## src/design/mcs51tiu_pkg.sv

```systemverilog
// Shared types and constants for the MCS-51 timer and interrupt unit.
package mcs51tiu_pkg;

    // Request kinds
    typedef enum logic [1:0] {
        REQ_TICK  = 2'd0,
        REQ_WRITE = 2'd1,
        REQ_READ  = 2'd2,
        REQ_EXT   = 2'd3
    } t_req;

    // Register selectors for counter byte and flag byte access
    localparam logic [2:0] SEL_LOW0  = 3'd0;
    localparam logic [2:0] SEL_HIGH0 = 3'd1;
    localparam logic [2:0] SEL_LOW1  = 3'd2;
    localparam logic [2:0] SEL_HIGH1 = 3'd3;
    localparam logic [2:0] SEL_FLAGS = 3'd4;

    // Configuration register indexes
    localparam logic [1:0] CFG_MODES = 2'd0;
    localparam logic [1:0] CFG_RUN   = 2'd1;
    localparam logic [1:0] CFG_IE    = 2'd2;
    localparam logic [1:0] CFG_PWR   = 2'd3;

    // Timer modes
    localparam logic [1:0] MODE_13BIT  = 2'd0;
    localparam logic [1:0] MODE_16BIT  = 2'd1;
    localparam logic [1:0] MODE_RELOAD = 2'd2;
    localparam logic [1:0] MODE_SPLIT  = 2'd3;

    // Pending flag bit positions
    localparam int FLAG_IE0 = 0;
    localparam int FLAG_IE1 = 1;
    localparam int FLAG_TF0 = 2;
    localparam int FLAG_TF1 = 3;

    // Interrupt vectors
    localparam logic [4:0] VEC_IE0 = 5'h03;
    localparam logic [4:0] VEC_TF0 = 5'h0B;
    localparam logic [4:0] VEC_IE1 = 5'h13;
    localparam logic [4:0] VEC_TF1 = 5'h1B;
    localparam logic [4:0] VEC_NONE = 5'h00;

    typedef struct packed {
        t_req       req_type;
        logic [7:0] elapsed;
        logic [2:0] reg_sel;
        logic [7:0] write_data;
        logic       ext_line;
    } t_in;

    typedef struct packed {
        logic [7:0] read_data;
        logic       irq_taken;
        logic [4:0] irq_vector;
    } t_out;

    typedef struct packed {
        logic       we;
        logic [1:0] idx;
        logic [7:0] data;
    } t_cfg_wr;

endpackage

```

## src/design/mcs51_timer_interrupt_unit_core.sv

```systemverilog
// Top level of the MCS-51 timer and interrupt unit: request and result registers.
//
// Usage:
//   Requests (tick, counter byte write, byte read, external event) enter on
//   the input channel (i_in_valid / o_in_ready, payload i_in). Every request
//   returns exactly one result on the output channel (o_out_valid /
//   i_out_ready, payload o_out): read data, interrupt taken and vector.
//   Configuration registers (modes, run enables, interrupt enable, power control)
//   are written via i_cfg_we / i_cfg_idx / i_cfg_data, taking effect on the next
//   edge. The user must write only while no request is in flight (unenforced).
// Timing:
//   Accepted requests load the request register; one pass of timer and dispatch
//   logic then loads the result register once it is free or being taken.
//   One request per cycle is sustained while i_out_ready stays high.
// Reset (synchronous, active low) clears counters, flags, configuration
//   and both valid bits.
// Stall: when the receiver holds i_out_ready low, the result stays put,
//   one more request is held in the request register, then o_in_ready drops.
module mcs51_timer_interrupt_unit_core (
    input  logic               i_clk,
    input  logic               i_rst_n,
    input  logic               i_in_valid,
    output logic               o_in_ready,
    input  mcs51tiu_pkg::t_in  i_in,
    output logic               o_out_valid,
    input  logic               i_out_ready,
    output mcs51tiu_pkg::t_out o_out,
    input  logic               i_cfg_we,
    input  logic [1:0]         i_cfg_idx,
    input  logic [7:0]         i_cfg_data
);

    logic               r_in_valid;
    mcs51tiu_pkg::t_in  r_in;
    logic               r_out_valid;
    mcs51tiu_pkg::t_out r_out;

    logic                  w_adv;
    logic                  w_step;
    mcs51tiu_pkg::t_out    w_res;
    mcs51tiu_pkg::t_cfg_wr w_cfg;

    assign w_adv      = !r_out_valid || i_out_ready;
    assign w_step     = r_in_valid && w_adv;
    assign o_in_ready = !r_in_valid || w_adv;

    assign w_cfg.we   = i_cfg_we;
    assign w_cfg.idx  = i_cfg_idx;
    assign w_cfg.data = i_cfg_data;

    mcs51tiu_exec u_exec (
        .i_clk   (i_clk),
        .i_rst_n (i_rst_n),
        .i_cfg   (w_cfg),
        .i_step  (w_step),
        .i_item  (r_in),
        .o_res   (w_res)
    );

    // Request register
    always_ff @(posedge i_clk) begin
        if (!i_rst_n) begin
            r_in_valid <= 1'b0;
        end else if (o_in_ready) begin
            r_in_valid <= i_in_valid;
        end
    end

    always_ff @(posedge i_clk) begin
        if (i_in_valid && o_in_ready) begin
            r_in <= i_in;
        end
    end

    // Result register
    always_ff @(posedge i_clk) begin
        if (!i_rst_n) begin
            r_out_valid <= 1'b0;
        end else if (w_adv) begin
            r_out_valid <= r_in_valid;
        end
    end

    always_ff @(posedge i_clk) begin
        if (w_step) begin
            r_out <= w_res;
        end
    end

    assign o_out_valid = r_out_valid;
    assign o_out       = r_out;

endmodule

```

## src/design/mcs51tiu_timer.sv

```systemverilog
// Next-count logic for one timer in modes 0 to 2 (mode 3 handled by caller).
module mcs51tiu_timer (
    input  logic [1:0] i_mode,
    input  logic       i_run,
    input  logic [7:0] i_lo,
    input  logic [7:0] i_hi,
    input  logic [7:0] i_elapsed,
    output logic [7:0] o_lo,
    output logic [7:0] o_hi,
    output logic       o_ovf
);

    logic [13:0] w_sum13;
    logic [16:0] w_sum16;
    logic [8:0]  w_sum8;

    assign w_sum13 = {1'b0, i_hi, i_lo[4:0]} + {6'd0, i_elapsed};
    assign w_sum16 = {1'b0, i_hi, i_lo} + {9'd0, i_elapsed};
    assign w_sum8  = {1'b0, i_lo} + {1'b0, i_elapsed};

    // Mode select; a stopped timer holds
    always_comb begin
        o_lo  = i_lo;
        o_hi  = i_hi;
        o_ovf = 1'b0;
        if (i_run) begin
            unique case (i_mode)
                mcs51tiu_pkg::MODE_13BIT: begin
                    o_ovf = w_sum13[13];
                    if (w_sum13[13]) begin
                        o_lo = 8'd0;
                        o_hi = 8'd0;
                    end else begin
                        o_lo = {3'd0, w_sum13[4:0]};
                        o_hi = w_sum13[12:5];
                    end
                end
                mcs51tiu_pkg::MODE_16BIT: begin
                    o_ovf = w_sum16[16];
                    o_lo  = w_sum16[7:0];
                    o_hi  = w_sum16[15:8];
                end
                default: begin
                    // auto-reload: carry reloads from high byte plus remainder
                    o_ovf = w_sum8[8];
                    o_lo  = w_sum8[8] ? (i_hi + w_sum8[7:0]) : w_sum8[7:0];
                end
            endcase
        end
    end

endmodule

```

## src/design/mcs51tiu_exec.sv

```systemverilog
// Timer state, configuration registers and single-pass request execution.
module mcs51tiu_exec (
    input  logic                  i_clk,
    input  logic                  i_rst_n,
    input  mcs51tiu_pkg::t_cfg_wr i_cfg,
    input  logic                  i_step,
    input  mcs51tiu_pkg::t_in     i_item,
    output mcs51tiu_pkg::t_out    o_res
);

    logic [7:0] r_modes, r_ie;
    logic [1:0] r_run, r_pwr;
    logic [7:0] r_lo0, r_hi0, r_lo1, r_hi1;
    logic [3:0] r_flags;

    logic [7:0] n_lo0, n_hi0, n_lo1, n_hi1;
    logic [3:0] n_flags;

    logic [1:0] w_m0, w_m1;
    logic [7:0] w_t0_lo, w_t0_hi, w_t1_lo, w_t1_hi;
    logic       w_t0_ovf, w_t1_ovf;
    logic [8:0] w_split_lo, w_split_hi;
    logic [3:0] w_flags_tick;

    assign w_m0 = r_modes[1:0];
    assign w_m1 = r_modes[5:4];

    mcs51tiu_timer u_timer0 (
        .i_mode    (w_m0),
        .i_run     (r_run[0] && (w_m0 != mcs51tiu_pkg::MODE_SPLIT)),
        .i_lo      (r_lo0),
        .i_hi      (r_hi0),
        .i_elapsed (i_item.elapsed),
        .o_lo      (w_t0_lo),
        .o_hi      (w_t0_hi),
        .o_ovf     (w_t0_ovf)
    );

    mcs51tiu_timer u_timer1 (
        .i_mode    (w_m1),
        .i_run     (r_run[1] && (w_m1 != mcs51tiu_pkg::MODE_SPLIT)),
        .i_lo      (r_lo1),
        .i_hi      (r_hi1),
        .i_elapsed (i_item.elapsed),
        .o_lo      (w_t1_lo),
        .o_hi      (w_t1_hi),
        .o_ovf     (w_t1_ovf)
    );

    // Split mode on timer 0: two independent byte counters
    assign w_split_lo = {1'b0, r_lo0} + {1'b0, i_item.elapsed};
    assign w_split_hi = {1'b0, r_hi0} + {1'b0, i_item.elapsed};

    // Execute one request
    always_comb begin
        n_lo0   = r_lo0;
        n_hi0   = r_hi0;
        n_lo1   = r_lo1;
        n_hi1   = r_hi1;
        n_flags = r_flags;
        o_res   = '0;
        w_flags_tick = r_flags;
        unique case (i_item.req_type)
            mcs51tiu_pkg::REQ_TICK: begin
                if (!r_pwr[1]) begin
                    if (w_m0 == mcs51tiu_pkg::MODE_SPLIT) begin
                        if (r_run[0]) begin
                            n_lo0 = w_split_lo[7:0];
                            w_flags_tick[mcs51tiu_pkg::FLAG_TF0] = r_flags[mcs51tiu_pkg::FLAG_TF0]
                                | w_split_lo[8];
                        end
                        if (r_run[1]) begin
                            n_hi0 = w_split_hi[7:0];
                            w_flags_tick[mcs51tiu_pkg::FLAG_TF1] = r_flags[mcs51tiu_pkg::FLAG_TF1]
                                | w_split_hi[8];
                        end
                    end else begin
                        n_lo0 = w_t0_lo;
                        n_hi0 = w_t0_hi;
                        w_flags_tick[mcs51tiu_pkg::FLAG_TF0] = r_flags[mcs51tiu_pkg::FLAG_TF0]
                            | w_t0_ovf;
                    end
                    n_lo1 = w_t1_lo;
                    n_hi1 = w_t1_hi;
                    w_flags_tick[mcs51tiu_pkg::FLAG_TF1] = w_flags_tick[mcs51tiu_pkg::FLAG_TF1]
                        | w_t1_ovf;
                    n_flags = w_flags_tick;
                    // dispatch highest pending source
                    if (r_ie[7] && (r_ie[4:0] != 5'd0) && (w_flags_tick != 4'd0)) begin
                        o_res.irq_taken = 1'b1;
                        if (w_flags_tick[mcs51tiu_pkg::FLAG_TF1]) begin
                            n_flags[mcs51tiu_pkg::FLAG_TF1] = 1'b0;
                            o_res.irq_vector = mcs51tiu_pkg::VEC_TF1;
                        end else if (w_flags_tick[mcs51tiu_pkg::FLAG_TF0]) begin
                            n_flags[mcs51tiu_pkg::FLAG_TF0] = 1'b0;
                            o_res.irq_vector = mcs51tiu_pkg::VEC_TF0;
                        end else if (w_flags_tick[mcs51tiu_pkg::FLAG_IE1]) begin
                            n_flags[mcs51tiu_pkg::FLAG_IE1] = 1'b0;
                            o_res.irq_vector = mcs51tiu_pkg::VEC_IE1;
                        end else begin
                            n_flags[mcs51tiu_pkg::FLAG_IE0] = 1'b0;
                            o_res.irq_vector = mcs51tiu_pkg::VEC_IE0;
                        end
                    end
                end
            end
            mcs51tiu_pkg::REQ_WRITE: begin
                unique case (i_item.reg_sel)
                    mcs51tiu_pkg::SEL_LOW0:  n_lo0 = i_item.write_data;
                    mcs51tiu_pkg::SEL_HIGH0: n_hi0 = i_item.write_data;
                    mcs51tiu_pkg::SEL_LOW1:  n_lo1 = i_item.write_data;
                    mcs51tiu_pkg::SEL_HIGH1: n_hi1 = i_item.write_data;
                    mcs51tiu_pkg::SEL_FLAGS: n_flags = {i_item.write_data[7],
                        i_item.write_data[5], i_item.write_data[3], i_item.write_data[1]};
                    default: ;
                endcase
            end
            mcs51tiu_pkg::REQ_READ: begin
                unique case (i_item.reg_sel)
                    mcs51tiu_pkg::SEL_LOW0:  o_res.read_data = r_lo0;
                    mcs51tiu_pkg::SEL_HIGH0: o_res.read_data = r_hi0;
                    mcs51tiu_pkg::SEL_LOW1:  o_res.read_data = r_lo1;
                    mcs51tiu_pkg::SEL_HIGH1: o_res.read_data = r_hi1;
                    // TCON layout
                    mcs51tiu_pkg::SEL_FLAGS: o_res.read_data = {r_flags[3], r_run[1],
                        r_flags[2], r_run[0], r_flags[1], 1'b0, r_flags[0], 1'b0};
                    default: ;
                endcase
            end
            default: begin
                if (i_item.ext_line) n_flags[mcs51tiu_pkg::FLAG_IE1] = 1'b1;
                else                 n_flags[mcs51tiu_pkg::FLAG_IE0] = 1'b1;
            end
        endcase
    end

    // Configuration registers
    always_ff @(posedge i_clk) begin
        if (!i_rst_n) begin
            r_modes <= '0;
            r_run   <= '0;
            r_ie    <= '0;
            r_pwr   <= '0;
        end else if (i_cfg.we) begin
            unique case (i_cfg.idx)
                mcs51tiu_pkg::CFG_MODES: r_modes <= i_cfg.data;
                mcs51tiu_pkg::CFG_RUN:   r_run   <= i_cfg.data[1:0];
                mcs51tiu_pkg::CFG_IE:    r_ie    <= i_cfg.data;
                default:                 r_pwr   <= i_cfg.data[1:0];
            endcase
        end
    end

    // Counter and flag state
    always_ff @(posedge i_clk) begin
        if (!i_rst_n) begin
            r_lo0   <= '0;
            r_hi0   <= '0;
            r_lo1   <= '0;
            r_hi1   <= '0;
            r_flags <= '0;
        end else if (i_step) begin
            r_lo0   <= n_lo0;
            r_hi0   <= n_hi0;
            r_lo1   <= n_lo1;
            r_hi1   <= n_hi1;
            r_flags <= n_flags;
        end
    end

endmodule

```

## config.mk

```make
export PLATFORM = sky130hd
export DESIGN_NAME = mcs51_timer_interrupt_unit_core
export DESIGN_NICKNAME = d
export VERILOG_FILES = /design/src/design/mcs51tiu_pkg.sv /design/src/design/mcs51_timer_interrupt_unit_core.sv /design/src/design/mcs51tiu_timer.sv /design/src/design/mcs51tiu_exec.sv
export SDC_FILE = /design/constraint.sdc
export NUM_CORES = 1
export LEC_CHECK = 0
export BUFFER_PORTS_ARGS = -buffer_cell sky130_fd_sc_hd__buf_4
export CORE_AREA = 3 3 112 114
export DETAILED_ROUTE_END_ITERATION = 6
export DIE_AREA = 0 0 115 117
export GPL_TIMING_DRIVEN = 1
export PLACE_DENSITY = 0.8
export SYNTH_ARGS = -nofsm -noshare
export SYNTH_HDL_FRONTEND = slang
export SYNTH_SLANG_ARGS = --single-unit
```

## constraint.sdc

```tcl
create_clock -name i_clk -period 3.4 [get_ports i_clk]
set_input_delay 0.51 -clock i_clk [delete_from_list [all_inputs] [get_ports i_clk]]
set_output_delay 0.51 -clock i_clk [all_outputs]
set_load 0.02 [all_outputs]
```

==> impl_results.md, run 1 <==
* Outcome: finished with violations
* Failing checks: negative setup slack
* WS Path Type: flop to flop
* Fin Setup TNS at -11.4 ps
* ANT nets after route at 0
* Port buffer count at 50
* WP data required at 3640 ps
* Number of synthesized flops with an enable pin at 34
* Clock-pin slew on the worst setup and hold paths at 70 ps
* Final Hold Fails at 0
* CP peak stage delay at 460 ps
* Placement Rows at 39
* RSZ-0062 raised after global routing: true
* Starting Density at 54.7%
* Dpl ws at -57.4 ps
* P&R area growth vs syn at 16.9%
* Max H-tree Level at 3
* Grt ovf at 0
* Slowest stage cell, crit path: edfxtp_1
* Post-synthesis cell count at 735
* CP most frequent cell: a21oi_2
* Reg-to-Reg Start: r_in[13]
* Post-Syn Nets at 821
* Critical Path AT at 3650 ps
* Hold_buf cts at 0
* Crit path from: r_in[13]
* Clk Latency, worst-skew pair at 340 ps
* Hold_sp: i_in[5]
* CTS Root Cell: clkbuf_16
* Slew Limit Fails at 0
* Main synth FF type: dfxtp_1
* I/O pin total at 53
* Via count at 6,452
* Final WL at 20.4 mm
* Seq cells post-synth at 85
* First drt pass iteration count at 7
* WL per Instance at 21.7 um
* CTS Sinks at 85
* Post-layout min period at 3410 ps
* Pwr/cell area at 366 nW/um^2
* Cts bufs inserted at 9
* Placement Cell Area at 6920 um^2
* Worst-path cell chain: buf_6 -> fa_2 -> a21oi_2 -> inv_1 -> a21oi_2 -> xnor2_2 -> ha_1 -> nand3_1 -> o211ai_1 -> o41ai_2 -> xor2_1 -> nor2_1 -> mux2i_1 -> a21oi_1 -> o41ai_1
* Gr usage total at 29.9%
* Final-report setup violation count at 1
* Share of post-route cells with drive strength above 1 at 16.7%
* Syn Area/Cell at 8.58 um^2
* Clock buffer depth at 2
* Synth warnings at 0
* Fmax at 293 MHz
* Initial antenna violation count at 0
* Worst Max-Slew Pin Slew at 1100 ps
* Final period util at 100%
* Startpoint type of the worst setup path: flop
* Largest net degree at the start of global routing at 38
* Netlist cell types at 72
* Rel. slew slack at 26.4%
* ANT cells at 0
* Register area share after synthesis at 32.4%
* Max Cap Viol at 0
* Hold Path Class: input pin to flop
* Finished Cell Area at 7370 um^2
* Worst-case clock skew at 8.80 ps
* Ys async rst share at 0%
* Fin Hold WS at 340 ps
* Core Footprint at 11,500 um^2
* Vias in the first global route at 6,247
* First-pass GRT wire length at 31.5 mm
* Final setup margin at -11.4 ps
* Die Y at 117 um
* Final Power at 0.00270 W
* Vias/cell at 6.86
* 1st-iter DRT viols at 685
* CTS tree: built
* CP endpoint kind: flop
* Gpl congestion at 1.00
* Leakage dissipation at 2.91 nW
* Total Nets Final at 878
* Worst vdd ir at 0.000244 V
* Max FO, Critical Path at 4
* Width of the die at 115 um
* Mapped Area at 6300 um^2
* Remaining DRCs at 0
* Final HPWL DP at 14.9 mm
* DIE AREA at 13,500 um^2
-- sequential cells by signal (all words and copies together), names as in the netlist --
| register | flops |
|---|---|
| u_exec.r_ie | 6 |
| u_exec.r_run | 2 |
| o_out_valid | 1 |
| u_exec.r_lo0 | 8 |
| u_exec.r_hi0 | 8 |
| u_exec.r_modes | 4 |
| r_in | 22 |
| r_in_valid | 1 |
| u_exec.r_pwr | 1 |
| u_exec.r_flags | 4 |
| o_out | 12 |
| u_exec.r_hi1 | 8 |
| u_exec.r_lo1 | 8 |
-- area by class of cell --
type | instances | area, um^2
Tap cell | 143 | 179
Timing Repair Buffer | 82 | 619
Multi-Input combinational cell | 598 | 4160
Sequential cell | 85 | 2040
Fill cell | 907 | 4140
Clock buffer | 12 | 258
Clock inverter | 4 | 53.8
Inverter | 16 | 60.1
-- cells in the mapped netlist, types with 4 or more instances --
master | n | area share, %
mux2i_1 | 23 | 3.7
nor3_1 | 19 | 1.5
or3_1 | 13 | 1.3
a211oi_1 | 9 | 1.1
nor2_1 | 71 | 4.2
and2_1 | 6 | 0.60
o21bai_1 | 5 | 0.60
inv_1 | 15 | 0.89
dfxtp_1 | 51 | 16
nand2b_1 | 7 | 0.69
clkbuf_1 | 29 | 1.7
xor2_1 | 14 | 1.9
a2111oi_0 | 4 | 0.56
ha_1 | 44 | 8.7
a22oi_1 | 8 | 0.95
nand4_1 | 4 | 0.40
and3_1 | 8 | 0.79
xnor2_1 | 33 | 4.6
o21a_1 | 4 | 0.48
nand2_1 | 60 | 3.6
a221o_1 | 7 | 1.1
nand3b_1 | 5 | 0.60
fa_1 | 5 | 1.6
o22ai_1 | 5 | 0.50
nand3_1 | 24 | 1.9
a31oi_1 | 10 | 0.99
a21o_1 | 12 | 1.4
a21oi_1 | 73 | 5.8
o31ai_1 | 4 | 0.48
a221oi_1 | 17 | 2.4
nor2b_1 | 6 | 0.60
o21ai_0 | 47 | 3.7
edfxtp_1 | 34 | 16
-- per-stage QoR --
stage	instances	util, %
floorplan	735	-
global placement	919	60.1
detailed placement	919	60.1
CTS	938	63.2
global route	940	64.0
finish	940	64.0
-- worst max-delay path: cells and delay by family, from the launching register on --
family                     cells  cell delay (ps)
AOI/OAI and AO/OA              6             1190
xor gates and xnor gates       2              220
adders and majority gates      2              760
buffers and inverters          2              230
DFF                            1              460
muxes                          1              200
and+or+nand+nor                2              250
-- power breakdown --
part           switching (W)  internal (W)  leakage [nW]
Clock               0.000415      0.000618         0.145
Combinational       0.000279      0.000216          2.03
Sequential         0.0000666       0.00110         0.743
-- logic make-up after synthesis --
group                    synth area share [%]
flip-flops                               32.4
AO/OA/AOI/OAI                            25.7
buffers and inverters                    3.25
XOR/XNOR                                 6.53
AND/OR/NAND/NOR                          17.9
multiplexers                             3.83
adder cells (fa/ha/maj)                  10.3
other                                  0.0595
-- final timing paths --
kind	cells past startpoint	slack, ps	endpoint
worst min register to register	2	490	u_exec.r_lo0[4]
worst min-delay path	1	340	r_in[5]
worst max register to register	15	-10	u_exec.r_lo0[7]
worst max-delay path	15	-10	u_exec.r_lo0[7]
-- cell usage in the layout, fill, tap and decap left out, types with 10 or more instances in the layout --
| cell | count |
|---|---|
| nor3_1 | 18 |
| nand2_1 | 60 |
| a21oi_1 | 69 |
| nand3_1 | 24 |
| a31oi_1 | 10 |
| buf_4 | 81 |
| mux2i_1 | 23 |
| o21ai_0 | 46 |
| a21o_1 | 12 |
| xnor2_1 | 30 |
| ha_1 | 39 |
| dfxtp_1 | 51 |
| edfxtp_1 | 34 |
| nor2_1 | 70 |
| a221oi_1 | 16 |
| inv_1 | 15 |
| clkbuf_16 | 10 |
| or3_1 | 13 |
| xor2_1 | 14 |
-- layer usage --
layer	part of all wire, %	wire, um	up-vias	global-route usage, %
met1	37	7450	3009	36.5
met5	0	0	-	0
li1	-	-	2880	-
met2	47	9610	438	49.4
met4	6.0	1230	0	16.8
met3	10	2110	125	6.12
-- what timing repair did --
item,in CTS,in global routing
resized for setup,5,18
endpoints found under the setup margin,2,6
cloned,0,0
buffers inserted,3,3
hold endpoints to repair,0,0
pin swaps,2,14
Power figures use the tool's default switching activity.
==> inputs of run 2 (changes only) <==
--- a/config.mk
+++ b/config.mk
@@ -6,11 +6,12 @@
 export NUM_CORES = 1
 export LEC_CHECK = 0
 export BUFFER_PORTS_ARGS = -buffer_cell sky130_fd_sc_hd__buf_4
-export CORE_AREA = 3 3 112 114
+export CORE_AREA = 3 3 110 112
+export CTS_BUF_LIST = sky130_fd_sc_hd__clkbuf_8
 export DETAILED_ROUTE_END_ITERATION = 6
-export DIE_AREA = 0 0 115 117
+export DIE_AREA = 0 0 113 115
 export GPL_TIMING_DRIVEN = 1
-export PLACE_DENSITY = 0.8
+export PLACE_DENSITY = 0.82
 export SYNTH_ARGS = -nofsm -noshare
 export SYNTH_HDL_FRONTEND = slang
 export SYNTH_SLANG_ARGS = --single-unit
==> impl_results.md, run 2 (same netlist as run 1, synthesis figures left out) <==
* WL per Instance at 21.5 um (-1.2%)
* Finished Cell Area at 7270 um^2 (-1.4%)
* Gpl congestion at 0.988 (-1.4%)
* Core Footprint at 11,300 um^2 (-1.7%)
* Placement Cell Area at 6900 um^2 (-0.33%)
* Max FO, Critical Path at 3 (-1)
* Final HPWL DP at 14.6 mm (-1.9%)
* I/O pin total at 53 (unchanged)
* Vias in the first global route at 6,173 (-1.2%)
* Final period util at 101% (+0.28 points)
* Worst vdd ir at 0.000314 V (+29%)
* Gr usage total at 30.7% (+0.83 points)
* Width of the die at 113 um (-1.7%)
* Slew Limit Fails at 0 (unchanged)
* Critical Path AT at 3670 ps (+20 ps)
* Die Y at 115 um (-1.7%)
* Failing checks: negative setup slack
* Clock-pin slew on the worst setup and hold paths at 90 ps (+20 ps)
* CP endpoint kind: flop
* RSZ-0062 raised after global routing: true
* Post-Layout Cell Count at 940 (unchanged)
* Startpoint type of the worst setup path: flop
* Port buffer count at 50 (unchanged)
* Remaining DRCs at 0 (unchanged)
* Final-report setup violation count at 1 (unchanged)
* ANT nets after route at 0 (unchanged)
* Worst-path cell chain: buf_4 -> ha_2 -> fa_2 -> a211oi_2 -> o21bai_1 -> a21oi_2 -> xnor2_2 -> ha_2 -> or3_1 -> o211ai_1 -> xor2_1 -> nor2_1 -> xor2_1 -> a221oi_2 -> o41ai_1
* Placement Rows at 39 (unchanged)
* Largest Register: r_in
* Worst path bufs/invs at 1 (-1)
* Pwr/cell area at 322 nW/um^2 (-12%)
* Hold Path Class: input pin to flop
* Starting Density at 55.7% (+0.94 points)
* Leakage dissipation at 2.85 nW (-2.1%)
* Final Power at 0.00234 W (-13%)
* Placed Cells at 916 (-0.33%)
* Hold_buf cts at 0 (unchanged)
* WS Path Type: flop to flop
* WP data required at 3650 ps (about the same)
* DIE AREA at 13,000 um^2 (-3.4%)
* Worst Max-Slew Pin Slew at 1170 ps (+68.7 ps)
* Post-layout min period at 3420 ps (+9.38 ps)
* Outcome: finished with violations
* CP peak stage delay at 440 ps (-20 ps)
* First-pass GRT wire length at 31.6 mm (about the same)
* Most frequent cells in the layout: buf_4, nor2_1, a21oi_1
* Multi-input gate area at 4200 um^2 (+0.90%)
* Worst-case clock skew at 19.8 ps (+11.1 ps)
* Via count at 6,348 (-1.6%)
* Final Hold Fails at 0 (unchanged)
* Family with the most delay on the worst path: compound AO/OA/AOI/OAI gates
* Slowest stage cell, crit path: edfxtp_1
* Clock buffer depth at 2 (unchanged)
* Final setup margin at -20.8 ps (-9.38 ps)
* Flip-flop and latch area at 2040 um^2 (unchanged)
* Largest net degree at the start of global routing at 38 (unchanged)
* Commonest non-fill, non-tap cell in the layout: buf_4
* Initial antenna violation count at 0 (unchanged)
* CTS Root Cell: clkbuf_8
* Clk Latency, worst-skew pair at 390 ps (+50 ps)
* Total Nets Final at 878 (unchanged)
* CTS Sinks at 85 (unchanged)
* P&R area growth vs syn at 15.3%
* Max H-tree Level at 3 (unchanged)
* Cts bufs inserted at 9 (unchanged)
* 1st-iter DRT viols at 847 (+24%)
* Max reg flops at 22 (unchanged)
* # fillers at 929 (+2.4%)
* Fmax at 292 MHz (-0.27%)
* ANT cells at 0 (unchanged)
* CTS tree: built
* Share of post-route cells with drive strength above 1 at 17.3% (+0.63 points)
* Rel. slew slack at 21.4% (-4.9 points)
* Vias/cell at 6.75 (-1.6%)
* Grt ovf at 0 (unchanged)
* Max Cap Viol at 0 (unchanged)
* First drt pass iteration count at 6 (-1)
* Final WL at 20.2 mm (-1.2%)
==> run 2: final timing paths <==
kind / slack, ps / cells past startpoint / endpoint / startpoint
max: -20 / 15 / u_exec.r_lo1[7] / r_in[12]
min: 290 / 1 / r_in[3] / i_in[3]
max reg2reg: -20 / 15 / u_exec.r_lo1[7] / r_in[12]
min reg2reg: 490 / 2 / u_exec.r_lo0[2] / u_exec.r_lo0[2]
==> run 2: timing repair <==
item,in CTS,in global routing
setup buffers,4,5
setup endpoints to repair,2,6
resized for setup,3,26
pin swaps,3,22
==> run 2: report_power, final <==
group          internal, W  switching (W)
Combinational     0.000218       0.000279
Clock             0.000267       0.000410
Sequential         0.00110      0.0000656
Total              0.00159       0.000755
==> run 2: worst reg2reg max path, stage by stage, from the launching register on <==
cell      delay (ps)
edfxtp_1         440
buf_4            170
ha_2             190
fa_2             370
a211oi_2         280
o21bai_1         150
a21oi_2          190
xnor2_2          100
ha_2             220
or3_1            310
o211ai_1         130
xor2_1           180
nor2_1            80
xor2_1           150
a221oi_2         240
o41ai_1           90
==> run 2: final cells by class <==
class / count / share of cell area [%]
multi-input cells: 598 / 57.8
flip-flops and latches: 85 / 28.1
repair buffers: 82 / 8.47
inverters: 16 / 0.826
clock buffers: 9 / 1.70
well taps: 143 / 2.46
clock inverters: 7 / 0.671
==> run 2: layer usage <==
layer  global-route usage [%]  part of all wire, %
met1                     38.8                   39
met4                     15.5                  5.3
met5                        0                    0
met3                     7.26                  9.8
met2                     49.5                   46
==> run 2: through the flow <==
step / hold WS [ps] / TNS, ps / util (%) / setup WS [ps]
floorplan: 448 / 0 / - / 269
global placement: 467 / 0 / 60.9 / 70.7
detailed placement: 477 / -89.6 / 60.9 / -59.5
CTS: 279 / 0 / 62.8 / 4.05
global route: 275 / -506 / 64.2 / -259
finish: 290 / -20.8 / 64.2 / -20.8
==> inputs of run 3 (changes only) <==
--- a/config.mk
+++ b/config.mk
@@ -6,10 +6,10 @@
 export NUM_CORES = 1
 export LEC_CHECK = 0
 export BUFFER_PORTS_ARGS = -buffer_cell sky130_fd_sc_hd__buf_4
-export CORE_AREA = 3 3 110 112
+export CORE_AREA = 4 4 111 113
 export CTS_BUF_LIST = sky130_fd_sc_hd__clkbuf_8
 export DETAILED_ROUTE_END_ITERATION = 6
-export DIE_AREA = 0 0 113 115
+export DIE_AREA = 0 0 115 117
 export GPL_TIMING_DRIVEN = 1
 export PLACE_DENSITY = 0.82
 export SYNTH_ARGS = -nofsm -noshare
==> impl_results.md, run 3 (same netlist as run 1, synthesis figures left out) <==
* I/O pin total at 53 (unchanged)
* Worst Max-Slew Pin Slew at 1140 ps (-26.9 ps)
* Met2 WL post-DR at 9.10 mm (-2.5%)
* Final-report setup violation count at 1 (unchanged)
* Cts bufs inserted at 9 (unchanged)
* Placement Rows at 39 (unchanged)
* Sw Ratio at 30.6% (-1.7 points)
* Worst path bufs/invs at 1 (unchanged)
* Worst vdd ir at 0.000316 V (+0.85%)
* Clk Latency, worst-skew pair at 380 ps (about the same)
* 1st-iter DRT viols at 622 (-27%)
* Vias in the first global route at 5,832 (-5.5%)
* P&R area growth vs syn at 13.6%
* P_sw at 0.000723 W (-4.2%)
* CP endpoint kind: flop
* Rel. slew slack at 23.6% (+2.1 points)
* Port buffer count at 50 (unchanged)
* Gr usage total at 29.0% (-1.7 points)
* Worst-case clock skew at 10.6 ps (-9.24 ps)
* RSZ-0062 raised after global routing: true
* Failing checks: design-rule violations, negative setup slack
* Post-layout min period at 3420 ps (-3.12 ps)
* Max H-tree Level at 3 (unchanged)
* First-pass GRT wire length at 30.2 mm (-4.4%)
* Clock buffer depth at 2 (unchanged)
* Worst-path cell chain: buf_4 -> ha_1 -> fa_2 -> a211oi_4 -> o21bai_2 -> a21oi_2 -> xnor2_1 -> ha_1 -> or3_1 -> o211ai_1 -> xor2_1 -> nor2_1 -> xor2_1 -> a221oi_2 -> o41ai_1
* Combinational Power Share at 20.1% (-1.1 points)
* CTS Root Cell: clkbuf_8
* Final WL at 19.5 mm (-3.3%)
* Reg power frac at 49.1% (-0.8 points)
* Final HPWL DP at 14.5 mm (-0.37%)
* Remaining DRCs at 1 (+1)
* Largest Register: r_in
* Met1 wire length at 7.73 mm (-0.92%)
* WL per Instance at 20.9 um (-2.7%)
* First drt pass iteration count at 7 (+1)
* DIE AREA at 13,500 um^2 (+3.5%)
* P_int at 0.00164 W (+3.6%)
* ANT nets after route at 0 (unchanged)
* Width of the die at 115 um (+1.8%)
* Leakage dissipation at 2.84 nW (-0.51%)
* Clock Power Share at 30.7% (+1.8 points)
* Hold_buf cts at 0 (unchanged)
* Largest net degree at the start of global routing at 38 (unchanged)
* Max FO, Critical Path at 3 (unchanged)
* Fin Hold WS at 301 ps (+10.9 ps)
* Top Metal Used: met4
* Fmax at 293 MHz (about the same)
* Max reg flops at 22 (unchanged)
* Share of post-route cells with drive strength above 1 at 14.9% (-2.4 points)
* Starting Density at 55.7% (unchanged)
* Hold Path Class: input pin to flop
* WS Path Type: flop to flop
* DR WL met3 at 1.90 mm (-3.4%)
* Outcome: finished with violations
* Core Footprint at 11,300 um^2 (unchanged)
* Max Cap Viol at 0 (unchanged)
* Clock-pin slew on the worst setup and hold paths at 90 ps (about the same)
* Commonest non-fill, non-tap cell in the layout: buf_4
* Total Nets Final at 872 (-0.68%)
* Slew Limit Fails at 0 (unchanged)
* Grt ovf at 0 (unchanged)
* CTS tree: built
* Final Hold Fails at 0 (unchanged)
* Dpl ws at -77.2 ps (-17.6 ps)
* Pwr/cell area at 331 nW/um^2 (+2.6%)
* Vias/cell at 6.61 (-2.2%)
* Final setup margin at -17.7 ps (+3.12 ps)
* Family with the most delay on the worst path: compound AO/OA/AOI/OAI gates
* Most frequent cells in the layout: buf_4, a21oi_1, nor2_1
* Final period util at 101% (about the same)
* Critical Path AT at 3700 ps (+30 ps)
* Gpl congestion at 0.955 (-3.3%)
* Slowest stage cell, crit path: edfxtp_1
* Initial antenna violation count at 0 (unchanged)
* CTS Sinks at 85 (unchanged)
* CP peak stage delay at 420 ps (-20 ps)
* Startpoint type of the worst setup path: flop
* Die Y at 117 um (+1.7%)
* Via count at 6,170 (-2.8%)
* WP data required at 3680 ps (+30 ps)
* ANT cells at 0 (unchanged)
-- run 3: changes by cell type in the layout (fill, tap and decap cells not counted), sizes merged --
cell	change
clkinvlp	-1
buf	-6
clkinv	-1
inv	+1
bufinv	+1
-- run 3: area by class of cell --
cell class,count,area (um^2)
fillers,960,4160
multi-input cells,598,4120
flip-flops and latches,85,2040
repair buffers,76,571
well taps,143,179
clock buffers,9,124
clock inverters,7,67.6
inverters,16,60.1
-- run 3: power groups by stage --
stage | sequential (W) | clock, W | combinational [W]
2_1_floorplan | 0.00116 | 0 | 0.000317
3_3_place_gp | 0.00118 | 0 | 0.000432
3_5_place_dp | 0.00118 | 0 | 0.000449
4_1_cts | 0.00116 | 0.000726 | 0.000454
5_1_grt | 0.00117 | 0.000770 | 0.000518
6_report | 0.00116 | 0.000728 | 0.000476
-- run 3: worst reg2reg max path, cell delays in order (launching register included) --
cell and delay (ps):
edfxtp_1 420, buf_4 160, ha_1 230, fa_2 400, a211oi_4 290, o21bai_2 130
a21oi_2 150, xnor2_1 90, ha_1 230, or3_1 330, o211ai_1 130, xor2_1 100
nor2_1 140, xor2_1 190, a221oi_2 80, o41ai_1 260
-- run 3: metrics by stage --
step / util (%) / instance area (um^2) / cells / power [W] / setup TNS, ps
global placement: 60.7 / 6870 / 913 / 0.00161 / 0
detailed placement: 60.7 / 6870 / 913 / 0.00163 / -112
finish: 63.3 / 7160 / 934 / 0.00237 / -17.7
floorplan: - / 6300 / 735 / 0.00148 / 0
CTS: 62.6 / 7090 / 930 / 0.00234 / 0
global route: 63.3 / 7160 / 934 / 0.00245 / -472
-- run 3: worst paths after layout --
path	start	to	slack [ps]	depth (start not counted)
max	r_in[12]	u_exec.r_lo1[7]	-20	15
min	i_in[20]	r_in[20]	300	1
max reg2reg	r_in[12]	u_exec.r_lo1[7]	-20	15
min reg2reg	u_exec.r_lo0[2]	u_exec.r_lo0[2]	490	2
-- run 3: timing repair --
item / CTS / global route
buffers inserted: 1 / 4
setup endpoints to repair: 2 / 4
resized for setup: 2 / 11
pin swaps: 1 / 5
-- run 3: per-layer routing --
layer | global-route usage, % | vias up
met5 | 0 | -
met4 | 13.7 | 0
met3 | 5.24 | 68
met2 | 48.0 | 377
met1 | 36.9 | 2858
li1 | - | 2867
